**config.mk**
```make
export PLATFORM = sky130hd
export DESIGN_NAME = periodic_timer_table
export DESIGN_NICKNAME = d
export VERILOG_FILES = /design/src/ptt_pkg.sv /design/src/ptt_mem.sv /design/src/ptt_scan_eval.sv /design/src/ptt_delay.sv /design/src/periodic_timer_table.sv
export SDC_FILE = /design/constraint.sdc
export NUM_CORES = 2
export LEC_CHECK = 0
export ABC_AREA = 1
export ABC_CLOCK_PERIOD_IN_PS = 17840
export BUFFER_PORTS_ARGS = -buffer_cell sky130_fd_sc_hd__buf_2
export CORE_MARGIN = 2
export CORE_UTILIZATION = 50
export DETAILED_ROUTE_END_ITERATION = 7
export PLACE_DENSITY = 0.63
export SLEW_MARGIN = 10
export SYNTH_ARGS = -nofsm -noshare
export SYNTH_HDL_FRONTEND = slang
export SYNTH_SLANG_ARGS = --single-unit
```
**constraint.sdc**
```tcl
create_clock -name clk -period 17.84 [get_ports clk]
set_input_delay 3.568 -clock clk [delete_from_list [all_inputs] [get_ports clk]]
set_output_delay 3.568 -clock clk [all_outputs]
set_load 0.05 [all_outputs]
```
**src/ptt_pkg.sv**
```systemverilog
`timescale 1ns / 1ps
`default_nettype none

package ptt_pkg;

  // Item operations.
  localparam logic [1:0] MODE_TICK = 2'd0;
  localparam logic [1:0] MODE_ADD  = 2'd1;
  localparam logic [1:0] MODE_DEL  = 2'd2;

  // Final result status codes.
  localparam logic [1:0] STAT_OK        = 2'd0;
  localparam logic [1:0] STAT_EXISTS    = 2'd1;
  localparam logic [1:0] STAT_NOT_FOUND = 2'd2;

  // Time constants in nanoseconds.
  localparam logic [30:0] ROUND_NS = 31'd250000000;
  localparam logic [30:0] NSEC_MAX = 31'd999999999;
  localparam logic [31:0] NS_PER_S = 32'd1000000000;

  typedef struct packed {
    logic [1:0]  mode;
    logic [3:0]  timer_id;
    logic [15:0] period_sec;
    logic [31:0] now_sec;
    logic [29:0] now_nsec;
  } in_t;

  typedef struct packed {
    logic        fired_valid;
    logic [3:0]  fired_id;
    logic [1:0]  status;
    logic        next_valid;
    logic [31:0] next_delay_sec;
    logic [29:0] next_delay_nsec;
    logic        last;
  } out_t;

  // One timer slot as held in the slot memory.
  typedef struct packed {
    logic [15:0] period;
    logic [31:0] dl_sec;
    logic [29:0] dl_nsec;
  } slot_entry_t;

  // Verdict of the scan logic on one slot.
  typedef struct packed {
    logic        expired;
    logic        keep;
    logic        take;
    logic [31:0] new_sec;
    logic [29:0] new_nsec;
  } eval_t;

endpackage

`default_nettype wire

```
**src/ptt_mem.sv**
```systemverilog
`timescale 1ns / 1ps
`default_nettype none

module ptt_mem
  import ptt_pkg::*;
#(
  parameter int DEPTH = 16,
  parameter int AW    = 4
) (
  input  wire logic        clk,
  input  wire logic        wr_en,
  input  wire logic [AW-1:0] wr_addr,
  input  wire slot_entry_t wr_data,
  input  wire logic        rd_en,
  input  wire logic [AW-1:0] rd_addr,
  output slot_entry_t      rd_data
);

  slot_entry_t mem [DEPTH];

  // Single write port.
  always_ff @(posedge clk) begin
    if (wr_en) begin
      mem[wr_addr] <= wr_data;
    end
  end

  // Registered read port; data holds while no read is issued.
  always_ff @(posedge clk) begin
    if (rd_en) begin
      rd_data <= mem[rd_addr];
    end
  end

endmodule

`default_nettype wire

```
**src/ptt_scan_eval.sv**
```systemverilog
`timescale 1ns / 1ps
`default_nettype none

module ptt_scan_eval
  import ptt_pkg::*;
(
  input  wire slot_entry_t entry,
  input  wire logic        active,
  input  wire logic        scan_fire,
  input  wire logic        del_here,
  input  wire logic [31:0] now_sec,
  input  wire logic [29:0] now_nsec,
  input  wire logic [29:0] lim_nsec,
  input  wire logic        found,
  input  wire logic [31:0] best_sec,
  input  wire logic [29:0] best_nsec,
  output eval_t            res
);

  logic        due;
  logic [31:0] dl_sec;
  logic [29:0] dl_nsec;

  // Expiry test against now plus the rounding window.
  assign due = (entry.dl_sec < now_sec) ||
               ((entry.dl_sec == now_sec) && (entry.dl_nsec <= lim_nsec));

  always_comb begin
    res.expired  = active && scan_fire && due;
    res.new_sec  = now_sec + 32'(entry.period);
    res.new_nsec = now_nsec;
    // Deadline after any re-arm takes part in the minimum search.
    dl_sec  = res.expired ? res.new_sec  : entry.dl_sec;
    dl_nsec = res.expired ? res.new_nsec : entry.dl_nsec;
    res.keep = active && !del_here;
    res.take = res.keep && (!found || (dl_sec < best_sec) ||
                            ((dl_sec == best_sec) && (dl_nsec < best_nsec)));
  end

endmodule

`default_nettype wire

```
**src/ptt_delay.sv**
```systemverilog
`timescale 1ns / 1ps
`default_nettype none

module ptt_delay
  import ptt_pkg::*;
(
  input  wire logic        clk,
  input  wire logic        load,
  input  wire logic [31:0] best_sec,
  input  wire logic [29:0] best_nsec,
  input  wire logic [31:0] now_sec,
  input  wire logic [29:0] now_nsec,
  output logic      [31:0] delay_sec,
  output logic      [29:0] delay_nsec
);

  logic [32:0] diff_sec;
  logic [30:0] diff_nsec;
  logic [32:0] adj_sec;
  logic [31:0] adj_nsec;

  // Raw signed differences, registered.
  always_ff @(posedge clk) begin
    if (load) begin
      diff_sec  <= {1'b0, best_sec} - {1'b0, now_sec};
      diff_nsec <= {1'b0, best_nsec} - {1'b0, now_nsec};
    end
  end

  // Borrow one second when the nanosecond part is negative, then clamp.
  always_comb begin
    if (diff_nsec[30]) begin
      adj_sec  = diff_sec - 33'd1;
      adj_nsec = {diff_nsec[30], diff_nsec} + NS_PER_S;
    end else begin
      adj_sec  = diff_sec;
      adj_nsec = {diff_nsec[30], diff_nsec};
    end
    delay_sec  = adj_sec[32] ? 32'd0 : adj_sec[31:0];
    delay_nsec = adj_nsec[29:0];
  end

endmodule

`default_nettype wire

```
**src/periodic_timer_table.sv**
```systemverilog
`timescale 1ns / 1ps
`default_nettype none

// Table of TIMER_SLOTS periodic timers. Every item carries the current time;
// an add arms an idle slot, a tick or a valid delete scans all slots, sending
// one result per expired slot (in slot order) and re-arming it, and every item
// ends with a result that has last set, the status and the delay to the
// earliest remaining deadline. Slot data sits in a single-port-read memory and
// the scan reads one slot per cycle while no firing waits on out_ready. A new
// item is accepted only in IDLE, after the closing result of the previous one
// has gone into the output register. Adds, failed deletes and ticks all
// run the full scan, as the earliest deadline is searched in the same pass.
module periodic_timer_table
  import ptt_pkg::*;
#(
  parameter int TIMER_SLOTS = 16
) (
  input  wire logic clk,
  input  wire logic rst,
  input  wire logic in_valid,
  output logic      in_ready,
  input  wire in_t  in_data,
  output logic      out_valid,
  input  wire logic out_ready,
  output out_t      out_data
);

  localparam int SLOT_W = (TIMER_SLOTS > 1) ? $clog2(TIMER_SLOTS) : 1;
  localparam logic [SLOT_W-1:0] LAST_SLOT = SLOT_W'(TIMER_SLOTS - 1);

  typedef enum logic [5:0] {
    IDLE  = 6'b000001,
    CHECK = 6'b000010,
    LOAD  = 6'b000100,
    SCAN  = 6'b001000,
    DIFF  = 6'b010000,
    FINAL = 6'b100000
  } state_t;

  state_t                  state;
  in_t                     item;
  logic [1:0]              status;
  logic                    scan_fire;
  logic                    del;
  logic [29:0]             lim_nsec;
  logic [SLOT_W-1:0]       idx;
  logic                    found;
  logic [31:0]             best_sec;
  logic [29:0]             best_nsec;
  logic [TIMER_SLOTS-1:0]  active;

  logic [SLOT_W-1:0] id_slot;
  logic              id_in_range;
  logic              id_active;
  logic [30:0]       lim_sum;
  logic              out_free;
  logic              stall;
  logic              add_ok;

  slot_entry_t       rd_data;
  slot_entry_t       wr_data;
  logic              wr_en;
  logic [SLOT_W-1:0] wr_addr;
  logic              rd_en;
  logic [SLOT_W-1:0] rd_addr;
  eval_t             ev;
  logic [31:0]       delay_sec;
  logic [29:0]       delay_nsec;

  assign in_ready    = (state == IDLE);
  assign out_free    = !out_valid || out_ready;
  assign id_slot     = SLOT_W'(item.timer_id);
  assign id_in_range = (32'(item.timer_id) < TIMER_SLOTS);
  assign id_active   = id_in_range && active[id_slot];
  assign add_ok      = (item.mode == MODE_ADD) && id_in_range && !id_active;
  assign lim_sum     = {1'b0, item.now_nsec} + ROUND_NS;
  assign stall       = (state == SCAN) && ev.expired && !out_free;

  ptt_mem #(
    .DEPTH (TIMER_SLOTS),
    .AW    (SLOT_W)
  ) u_mem (
    .clk     (clk),
    .wr_en   (wr_en),
    .wr_addr (wr_addr),
    .wr_data (wr_data),
    .rd_en   (rd_en),
    .rd_addr (rd_addr),
    .rd_data (rd_data)
  );

  ptt_scan_eval u_eval (
    .entry     (rd_data),
    .active    (active[idx]),
    .scan_fire (scan_fire),
    .del_here  (del && (idx == id_slot)),
    .now_sec   (item.now_sec),
    .now_nsec  (item.now_nsec),
    .lim_nsec  (lim_nsec),
    .found     (found),
    .best_sec  (best_sec),
    .best_nsec (best_nsec),
    .res       (ev)
  );

  ptt_delay u_delay (
    .clk        (clk),
    .load       (state == DIFF),
    .best_sec   (best_sec),
    .best_nsec  (best_nsec),
    .now_sec    (item.now_sec),
    .now_nsec   (item.now_nsec),
    .delay_sec  (delay_sec),
    .delay_nsec (delay_nsec)
  );

  // Memory port control: arm on a good add, read slots for the scan, re-arm on expiry.
  always_comb begin
    wr_en   = 1'b0;
    wr_addr = idx;
    wr_data = rd_data;
    rd_en   = 1'b0;
    rd_addr = idx + SLOT_W'(1);
    case (state)
      CHECK: begin
        wr_en           = add_ok;
        wr_addr         = id_slot;
        wr_data.period  = item.period_sec;
        wr_data.dl_sec  = item.now_sec + 32'(item.period_sec);
        wr_data.dl_nsec = item.now_nsec;
      end
      LOAD: begin
        rd_en   = 1'b1;
        rd_addr = '0;
      end
      SCAN: begin
        wr_en           = ev.expired && !stall;
        wr_data.dl_sec  = ev.new_sec;
        wr_data.dl_nsec = ev.new_nsec;
        rd_en           = !stall && (idx != LAST_SLOT);
      end
      default: begin
      end
    endcase
  end

  // Sequencer, slot flags and minimum search.
  always_ff @(posedge clk) begin
    if (rst) begin
      state  <= IDLE;
      active <= '0;
    end else begin
      case (state)
        IDLE: begin
          if (in_valid) begin
            item  <= in_data;
            state <= CHECK;
          end
        end
        CHECK: begin
          lim_nsec  <= (lim_sum > NSEC_MAX) ? NSEC_MAX[29:0] : lim_sum[29:0];
          found     <= 1'b0;
          scan_fire <= 1'b0;
          del       <= 1'b0;
          status    <= STAT_OK;
          case (item.mode)
            MODE_ADD: begin
              if (!id_in_range) begin
                status <= STAT_NOT_FOUND;
              end else if (id_active) begin
                status <= STAT_EXISTS;
              end else begin
                active[id_slot] <= 1'b1;
              end
            end
            MODE_DEL: begin
              if (!id_active) begin
                status <= STAT_NOT_FOUND;
              end else begin
                scan_fire <= 1'b1;
                del       <= 1'b1;
              end
            end
            default: begin
              scan_fire <= 1'b1;
            end
          endcase
          state <= LOAD;
        end
        LOAD: begin
          idx   <= '0;
          state <= SCAN;
        end
        SCAN: begin
          if (!stall) begin
            if (del && (idx == id_slot)) begin
              active[idx] <= 1'b0;
            end
            if (ev.take) begin
              found     <= 1'b1;
              best_sec  <= ev.expired ? ev.new_sec  : rd_data.dl_sec;
              best_nsec <= ev.expired ? ev.new_nsec : rd_data.dl_nsec;
            end
            if (idx == LAST_SLOT) begin
              state <= DIFF;
            end else begin
              idx <= idx + SLOT_W'(1);
            end
          end
        end
        DIFF: begin
          state <= FINAL;
        end
        FINAL: begin
          if (out_free) begin
            state <= IDLE;
          end
        end
        default: begin
          state <= IDLE;
        end
      endcase
    end
  end

  // Output register.
  always_ff @(posedge clk) begin
    if (rst) begin
      out_valid <= 1'b0;
    end else if ((state == SCAN) && ev.expired && out_free) begin
      out_valid <= 1'b1;
    end else if ((state == FINAL) && out_free) begin
      out_valid <= 1'b1;
    end else if (out_ready) begin
      out_valid <= 1'b0;
    end
  end

  always_ff @(posedge clk) begin
    if ((state == SCAN) && ev.expired && out_free) begin
      out_data.fired_valid     <= 1'b1;
      out_data.fired_id        <= 4'(idx);
      out_data.status          <= STAT_OK;
      out_data.next_valid      <= 1'b0;
      out_data.next_delay_sec  <= '0;
      out_data.next_delay_nsec <= '0;
      out_data.last            <= 1'b0;
    end else if ((state == FINAL) && out_free) begin
      out_data.fired_valid     <= 1'b0;
      out_data.fired_id        <= '0;
      out_data.status          <= status;
      out_data.next_valid      <= found;
      out_data.next_delay_sec  <= found ? delay_sec  : 32'd0;
      out_data.next_delay_nsec <= found ? delay_nsec : 30'd0;
      out_data.last            <= 1'b1;
    end
  end

  // A firing that waits on the output holds the scan on the same slot.
  a_stall_holds: assert property (@(posedge clk) disable iff (rst)
    stall |=> (state == SCAN) && $stable(idx))
    else $error("scan advanced while a firing was stalled");

  // A successful add leaves its slot armed.
  a_add_arms: assert property (@(posedge clk) disable iff (rst)
    (state == CHECK) && add_ok |=> active[$past(id_slot)])
    else $error("add did not arm its slot");

  // The closing result never reports a firing.
  a_last_clean: assert property (@(posedge clk) disable iff (rst)
    out_valid && out_data.last |-> !out_data.fired_valid && (out_data.fired_id == 4'd0))
    else $error("final result carries a firing");

  // No item is taken while a result from the scan is still being produced.
  a_idle_only: assert property (@(posedge clk) disable iff (rst)
    (state == SCAN) || (state == FINAL) |-> !in_ready)
    else $error("input ready during scan");

endmodule

`default_nettype wire
```
# [After elaboration in Yosys (flattened, before gate mapping)]
# Memory sizes are Yosys's and may differ from the RTL's. A register that Yosys moved wholly into a read port is not among the register bits.
# Index checks and enable logic that the tools add are counted.
[totals] reg_bits=343 memories=1 mem_bits_ro=0 out_inout_bits=73 in_bits=88 mem_bits_rw=1248 latch_bits=0
[memory_table] memory="u_mem.mem" depth=16 width=78 read_ports=1 rd_ports_with_merged_regs=1 write_ports=1 line_no="ptt_mem.sv:19" text="slot_entry_t mem [DEPTH];"
[classes] addsub=8 n_mul=0 magnitude_cmp=9 eq_ne=22 n_reduce_logical=37 div=0 bitwise_logic=5 mux=49 shifts=0
[op_table] op="2-to-1 mux 70 bit" count=2
[op_table] op="one-hot mux 62 bit (2 select lines)" count=1
[op_table] op="2-to-1 mux 32 bit" count=3
[op_table] op="2-to-1 mux 30 bit" count=3
[op_table] op="2-to-1 mux 16 bit" count=5
[op_table] op="adder 32 x 16 -> 32 bit" count=2
[op_table] op="equality test 32 bit" count=2
[op_table] op="< comparator 32 bit" count=2
[op_table] op="one-hot mux 6 bit (6 select lines)" count=1
[op_table] op="2-to-1 mux 33 bit" count=1
[op_table] op="subtractor 32 x 32 -> 33 bit" count=1
[op_table] op="subtractor 33 x 1 -> 33 bit (second input constant)" count=1
[op_table] op="one-hot mux 16 bit (2 select lines)" count=1
[op_table] op="adder 30 x 28 -> 31 bit (second input constant)" count=1
[op_table] op="> comparator 31 x 30 -> 1 bit (second input constant)" count=1
[op_table] op="subtractor 30 x 30 -> 31 bit" count=1
[op_table] op="adder 30 x 28 -> 30 bit (second input constant)" count=1
[op_table] op="less-or-equal comparator 30 bit" count=1
[op_table] op="< comparator 30 bit" count=1
[op_table] op="2-to-1 mux 6 bit" count=4
[op_table] op="bitwise AND 16 bit" count=1
[op_table] op="logical AND 1 bit" count=16
[op_table] op="2-to-1 mux 4 bit" count=4
[op_table] op="!= test 2 bit (second input constant)" count=8
[op_table] op="other kinds (33)" count=66

# [Logic depth before layout (Yosys ltp)]
[depth] depth_word=12 ltp_mapped=31

# [By module]
# Synthesis repeated with hierarchy kept, for this count alone.
[unflattened] cells_unflattened=9414 area_unflattened_um2=84627.4
[modules_own_cells] module="ptt_mem" seq_area_each_um2=39818.2 area_each_um2=55590.8 cells_per_inst=5126 instances=1
[modules_own_cells] module="periodic_timer_table" seq_area_each_um2=7477.2 area_each_um2=14746.6 cells_per_inst=1841 instances=1
[modules_own_cells] module="ptt_delay" seq_area_each_um2=1921.8 area_each_um2=8926.1 cells_per_inst=1530 instances=1
[modules_own_cells] module="ptt_scan_eval" seq_area_each_um2=0.0 area_each_um2=5363.9 cells_per_inst=917 instances=1

# [Worst setup path before layout]
# OpenSTA, ideal clock, no wires.
[synth_path] kind="in2reg" start="input out_ready" end="register item (netlist bit id_slot[0]) (enable)" slack_ns=7.437 path_stages=6 t_arrival_ns=9.773 n_path_buf=0 cell_sequence="nor2_1 inv_1 nor2_1 nor3_1 nand2_1 nor3_1"
[synth_lines] element="from (decl)" line_no="periodic_timer_table.sv:24" text="input wire logic out_ready,"
[synth_lines] element="to (signal assigned)" line_no="periodic_timer_table.sv:156" text="item <= in_data;"
[synth_lines] element="to (decl)" line_no="periodic_timer_table.sv:41" text="in_t item;"

# [Worst setup path after layout]
[layout_path] start="register item[57] (netlist name)" end="memory u_mem.mem[4][22] (netlist name) (enable)"
[layout_via] elab_chain_len=11 word_cells_on_any_way=12
[layout_rtl] element="parallel branches: the longest is 2 deep, another holds < comparator 32 bit"
[layout_rtl] element="logical OR 1 bit *" line_no="ptt_scan_eval.sv:25" text="assign due = (entry.dl_sec < now_sec) ||"
[layout_rtl] element="logical AND 1 bit *" line_no="ptt_scan_eval.sv:29" text="res.expired = active && scan_fire && due;"
[layout_rtl] element="logical AND 1 bit (2 in series)" line_no="periodic_timer_table.sv:77" text="assign stall = (state == SCAN) && ev.expired && !out_free;"
[layout_rtl] element="zero test 1 bit"
[layout_rtl] element="logical AND 1 bit *" line_no="periodic_timer_table.sv:137" text="wr_en = ev.expired && !stall;"
[layout_rtl] element="one-hot mux 1 bit (2 select lines) *" line_no="periodic_timer_table.sv:124" text="case (state)"
[layout_rtl] element="2-to-1 mux 1 bit *" line_no="ptt_mem.sv:23" text="if (wr_en) begin"
[layout_rtl] element="2-to-1 mux 1 bit (not written as such) *" line_no="ptt_mem.sv:24" text="mem[wr_addr] <= wr_data;"
[layout_rtl] element="to (decl)" line_no="ptt_mem.sv:19"
# Mark *: on every way between the ends.

==> impl_metrics.csv <==
group,metric,value,unit
cells_and_area,drive_above_1_share,11.59,%
cts,cts_setup_buffers,0,
placed_design,pre_cts_slack,10.48,ns
timing,fin_crit_sh,39.13,%
floorplanning,ioPinCount,161,
drt,via_per_inst,5.727,
synthesis,yosys_warnings,0,
synthesis,netlist.area_leader.share,63.13,%
floorplanning,die-area,0.1533,mm²
placed_design,dpl-instance-area,0.07839,mm²
synthesis,synth_most_common_cell,"edfxtp_1",
drt,drc_errors,0,
synthesis,synthCells,6590,
power,p_leak,31.26,nW
synthesis,synth_cell_types,66,
status,outcome,"finished clean",
drt,ant_nets,0,
drt,wl,206100,µm
synthesis,yosys.area.top_type,"edfxtp_1",
cells_and_area,final_cells,8893,
synthesis,async_flop_share,0,%
setup_path,crit_arrival,7.41,ns
grt,grt_usage,26.77,%
drt,dr.pass1.iters,6,
synthesis,syn_nets,6909,
placed_design,hpwl,131300,µm
timing,finalHoldViolCount,0,
setup_path,crit_cells,18,
placed_design,place_congestion,0.9395,
timing,slew_headroom,22.06,%
cts,clkSlewWorstSetupHoldPaths,0.06,ns
worst_hold_path,min_path_type,"reg2reg",
setup_path,ff2ff_setup_slack,10.86,ns
setup_path,crit_family,"simple AND/OR/NAND/NOR gates",
power,totalPowerFinal,10.35,mW
cells_and_area,final_area,0.08415,mm²
job,cap_violations,0,
drt,routed-via-count,50933,
timing,worst_clock_skew,0.04783,ns
cells_and_area,area.sequential,0.04922,mm²
cts,cts_num_sinks,1669,
power,ir_drop,0.0001082,V
placed_design,portBuffers,160,
grt,grt_pass1_vias,49042,
setup_path,endpoint,"u_mem.mem[4][22]$_DFFE_PP_",
timing,worstMarginPinSlew,1.166,ns
timing,slew_viol_final,0,
power,p_per_area,123.0,mW/mm²
setup_path,slowest_stage,"buf_4",
setup_path,timing.critical_path.mode_cell,"nand2_1",
setup_path,crit_path_cell_trace,"inv_1, ha_1, nand2_1, nor2_1, nand2_1, nor3_1, nor3b_1, nand2_1, nand2_1, nand2_2, buf_4, inv_2, nand3_1, nand2_1, nand3_1, nor2_4, buf_4, buf_4",
grt,antenna_found_initial,11,
synthesis,synth.area.top_cells,"edfxtp_1 (63%), nand2_1 (5.2%), nor2_1 (4.2%), ha_1 (3.8%), dfxtp_1 (2.4%)",
cts,numCtsBuffers,176,
setup_path,end_kind,"flop",
setup_path,cp_num_buf_inv,5,
synthesis,synth.avg_cell_area,11.40,µm²
timing,post-route-min-period,6.981,ns
cts,clock_path_buffers,3,
timing,rsz0062_at_grt,"false",
floorplanning,die_y,391.6,µm
cts,cts_resized,0,
synthesis,synth_commonest_cells,"edfxtp_1 (1579), nand2_1 (1047), nor2_1 (842)",
synthesis,ys_ff_latch,1669,
synthesis,ys_seq_area_share,65.53,%
cells_and_area,fillers,12410,
floorplanning,num_rows,142,
setup_path,cp-start-kind,"flop",
placed_design,dp_cells,8571,
cts,cts_tree,"done",
floorplanning,initial_utilization,50.27,%
cells_and_area,multi_input_area,0.02304,mm²
drt,wl_per_cell,23.18,µm
cts,holdBufCountCts,0,
floorplanning,fp.dieW,391.6,µm
timing,layout_setup_ws,10.86,ns
floorplanning,core,0.1494,mm²
cts,cts_root_buffer,"clkbuf_16",
setup_path,critical_path.max_stage_delay,0.78,ns
setup_path,critical_path.startpoint,"item[57]$_DFFE_PP_",
cells_and_area,area.growth.synth_to_final,12.04,%
timing,clock.fmax,0.1432,GHz
setup_path,path_max_fanout,84,
synthesis,ys.flop_type,"edfxtp_1",
synthesis,synth-edff-count,1579,
setup_path,r2r_end,"u_mem.mem[4][22]$_DFFE_PP_",
setup_path,rr_worst_depth,18,
drt,drtIter0Drc,5919,
setup_path,worst-setup-path-type,"reg2reg",
timing,setup-violations-final,0,
cells_and_area,nNetsFinal,7053,
synthesis,syn_area,0.07511,mm²
grt,grt_overflow,0,
grt,grt_pass1_wl,308200,µm
setup_path,worstReg2RegStart,"item[57]$_DFFE_PP_",
cts,insertion_delay,0.82,ns
timing,tns,0,ns
cts,htree_levels,4,
setup_path,crit_required,18.27,ns
grt,grt_max_degree,186,
[state kept, by name (all words and copies together), names as in the netlist]
signal,cells
scan_fire,1
out_data,71
item,80
u_delay.diff_sec,33
idx,4
status,2
lim_nsec,30
best_nsec,30
id_slot,4
out_valid,1
u_mem.rd_data,78
u_delay.diff_nsec,31
u_mem.mem,1248
active,16
state,6
best_sec,32
del,1
found,1
[cell families after synthesis]
logic type,share of synthesized area [%]
flip-flops,65.53
adder cells (fa/ha/maj),3.888
buffers and inverters,4.070
AO/OA/AOI/OAI,10.95
AND/OR/NAND/NOR,13.77
XOR/XNOR,1.792
[placed cells by master, fill, tap and decap left out, types with 9 or more instances in the layout]
cell and count:
nor2_1 823, o31ai_1 164, o21ai_0 340, edfxtp_1 1579, nand2_2 23, ha_1 227
a31oi_1 20, xor2_1 102, bufinv_16 13, a22oi_1 36, nor3_1 168, a211oi_1 164
clkinv_2 25, dfxtp_1 90, nand2_1 1044, buf_2 160, a21boi_0 13, nor2_4 22
clkbuf_8 9, inv_2 12, clkinv_1 37, nor4_1 20, xnor2_1 48, clkbuf_1 41
o22ai_1 85, o211ai_1 186, a21oi_1 228, inv_1 468, clkbuf_16 181, nand3_1 100
buf_4 117, nand4_1 24, or2_2 162, o21ai_1 15
[power breakdown]
part / internal (mW) / switching, mW / total, mW
sequential: 4.68 / 0.116 / 4.80
clock: 2.09 / 1.54 / 3.63
combinational: 0.504 / 1.41 / 1.92
[worst min-delay path by stage]
| stage | start | endpoint | slack [ns] | cells past startpoint |
|---|---|---|---|---|
| finish | out_data[53]$_SDFFE_PP0P_ | out_data[53]$_SDFFE_PP0P_ | 0.45 | 2 |
| floorplan | u_delay.diff_nsec[0]$_DFFE_PP_ | out_data[1]$_SDFFE_PP0P_ | 0.44 | 2 |
| CTS | out_data[50]$_SDFFE_PP0P_ | out_data[50]$_SDFFE_PP0P_ | 0.45 | 2 |
| detailed placement | out_data[53]$_SDFFE_PP0P_ | out_data[53]$_SDFFE_PP0P_ | 0.44 | 2 |
| global placement | out_data[30]$_SDFFE_PP0P_ | out_data[30]$_SDFFE_PP0P_ | 0.43 | 2 |
| global route | out_data[30]$_SDFFE_PP0P_ | out_data[30]$_SDFFE_PP0P_ | 0.47 | 2 |
[worst reg2reg max path, cell delays in order, from the launching register on]
cell and delay (ns):
edfxtp_1 0.41, inv_1 0.15, ha_1 0.32, nand2_1 0.07, nor2_1 0.12, nand2_1 0.12, nor3_1 0.36, nor3b_1 0.23
nand2_1 0.08, nand2_1 0.21, nand2_2 0.06, buf_4 0.38, inv_2 0.66, nand3_1 0.76, nand2_1 0.28, nand3_1 0.34
nor2_4 0.65, buf_4 0.49, buf_4 0.82
[metrics by stage]
stage	util, %	hold WS [ns]
6_report	56.32	0.4465
5_1_grt	56.32	0.4662
4_1_cts	56.30	0.4506
3_5_place_dp	52.46	0.4362
3_3_place_gp	52.46	0.4297
2_1_floorplan	-	0.4406
[layout make-up]
type	count	share of cell area [%]
repair buffers	282	2.123
flip-flops and latches	1669	58.49
multi-input cells	4118	27.38
diodes	1	0.002974
well taps	2016	2.998
clock inverters	89	1.097
clock buffers	231	5.713
inverters	487	2.198
[per-layer routing]
metal / vias to the layer above / GRT usage (%) / share of wire [%]
met3: 280 / 5.457 / 9.1
met4: 0 / 7.322 / 2.3
met5: - / 0 / 0
li1: 23818 / - / -
met1: 24842 / 39.25 / 44
met2: 1993 / 40.60 / 45
Note: power is estimated with default switching activity, not from simulation.
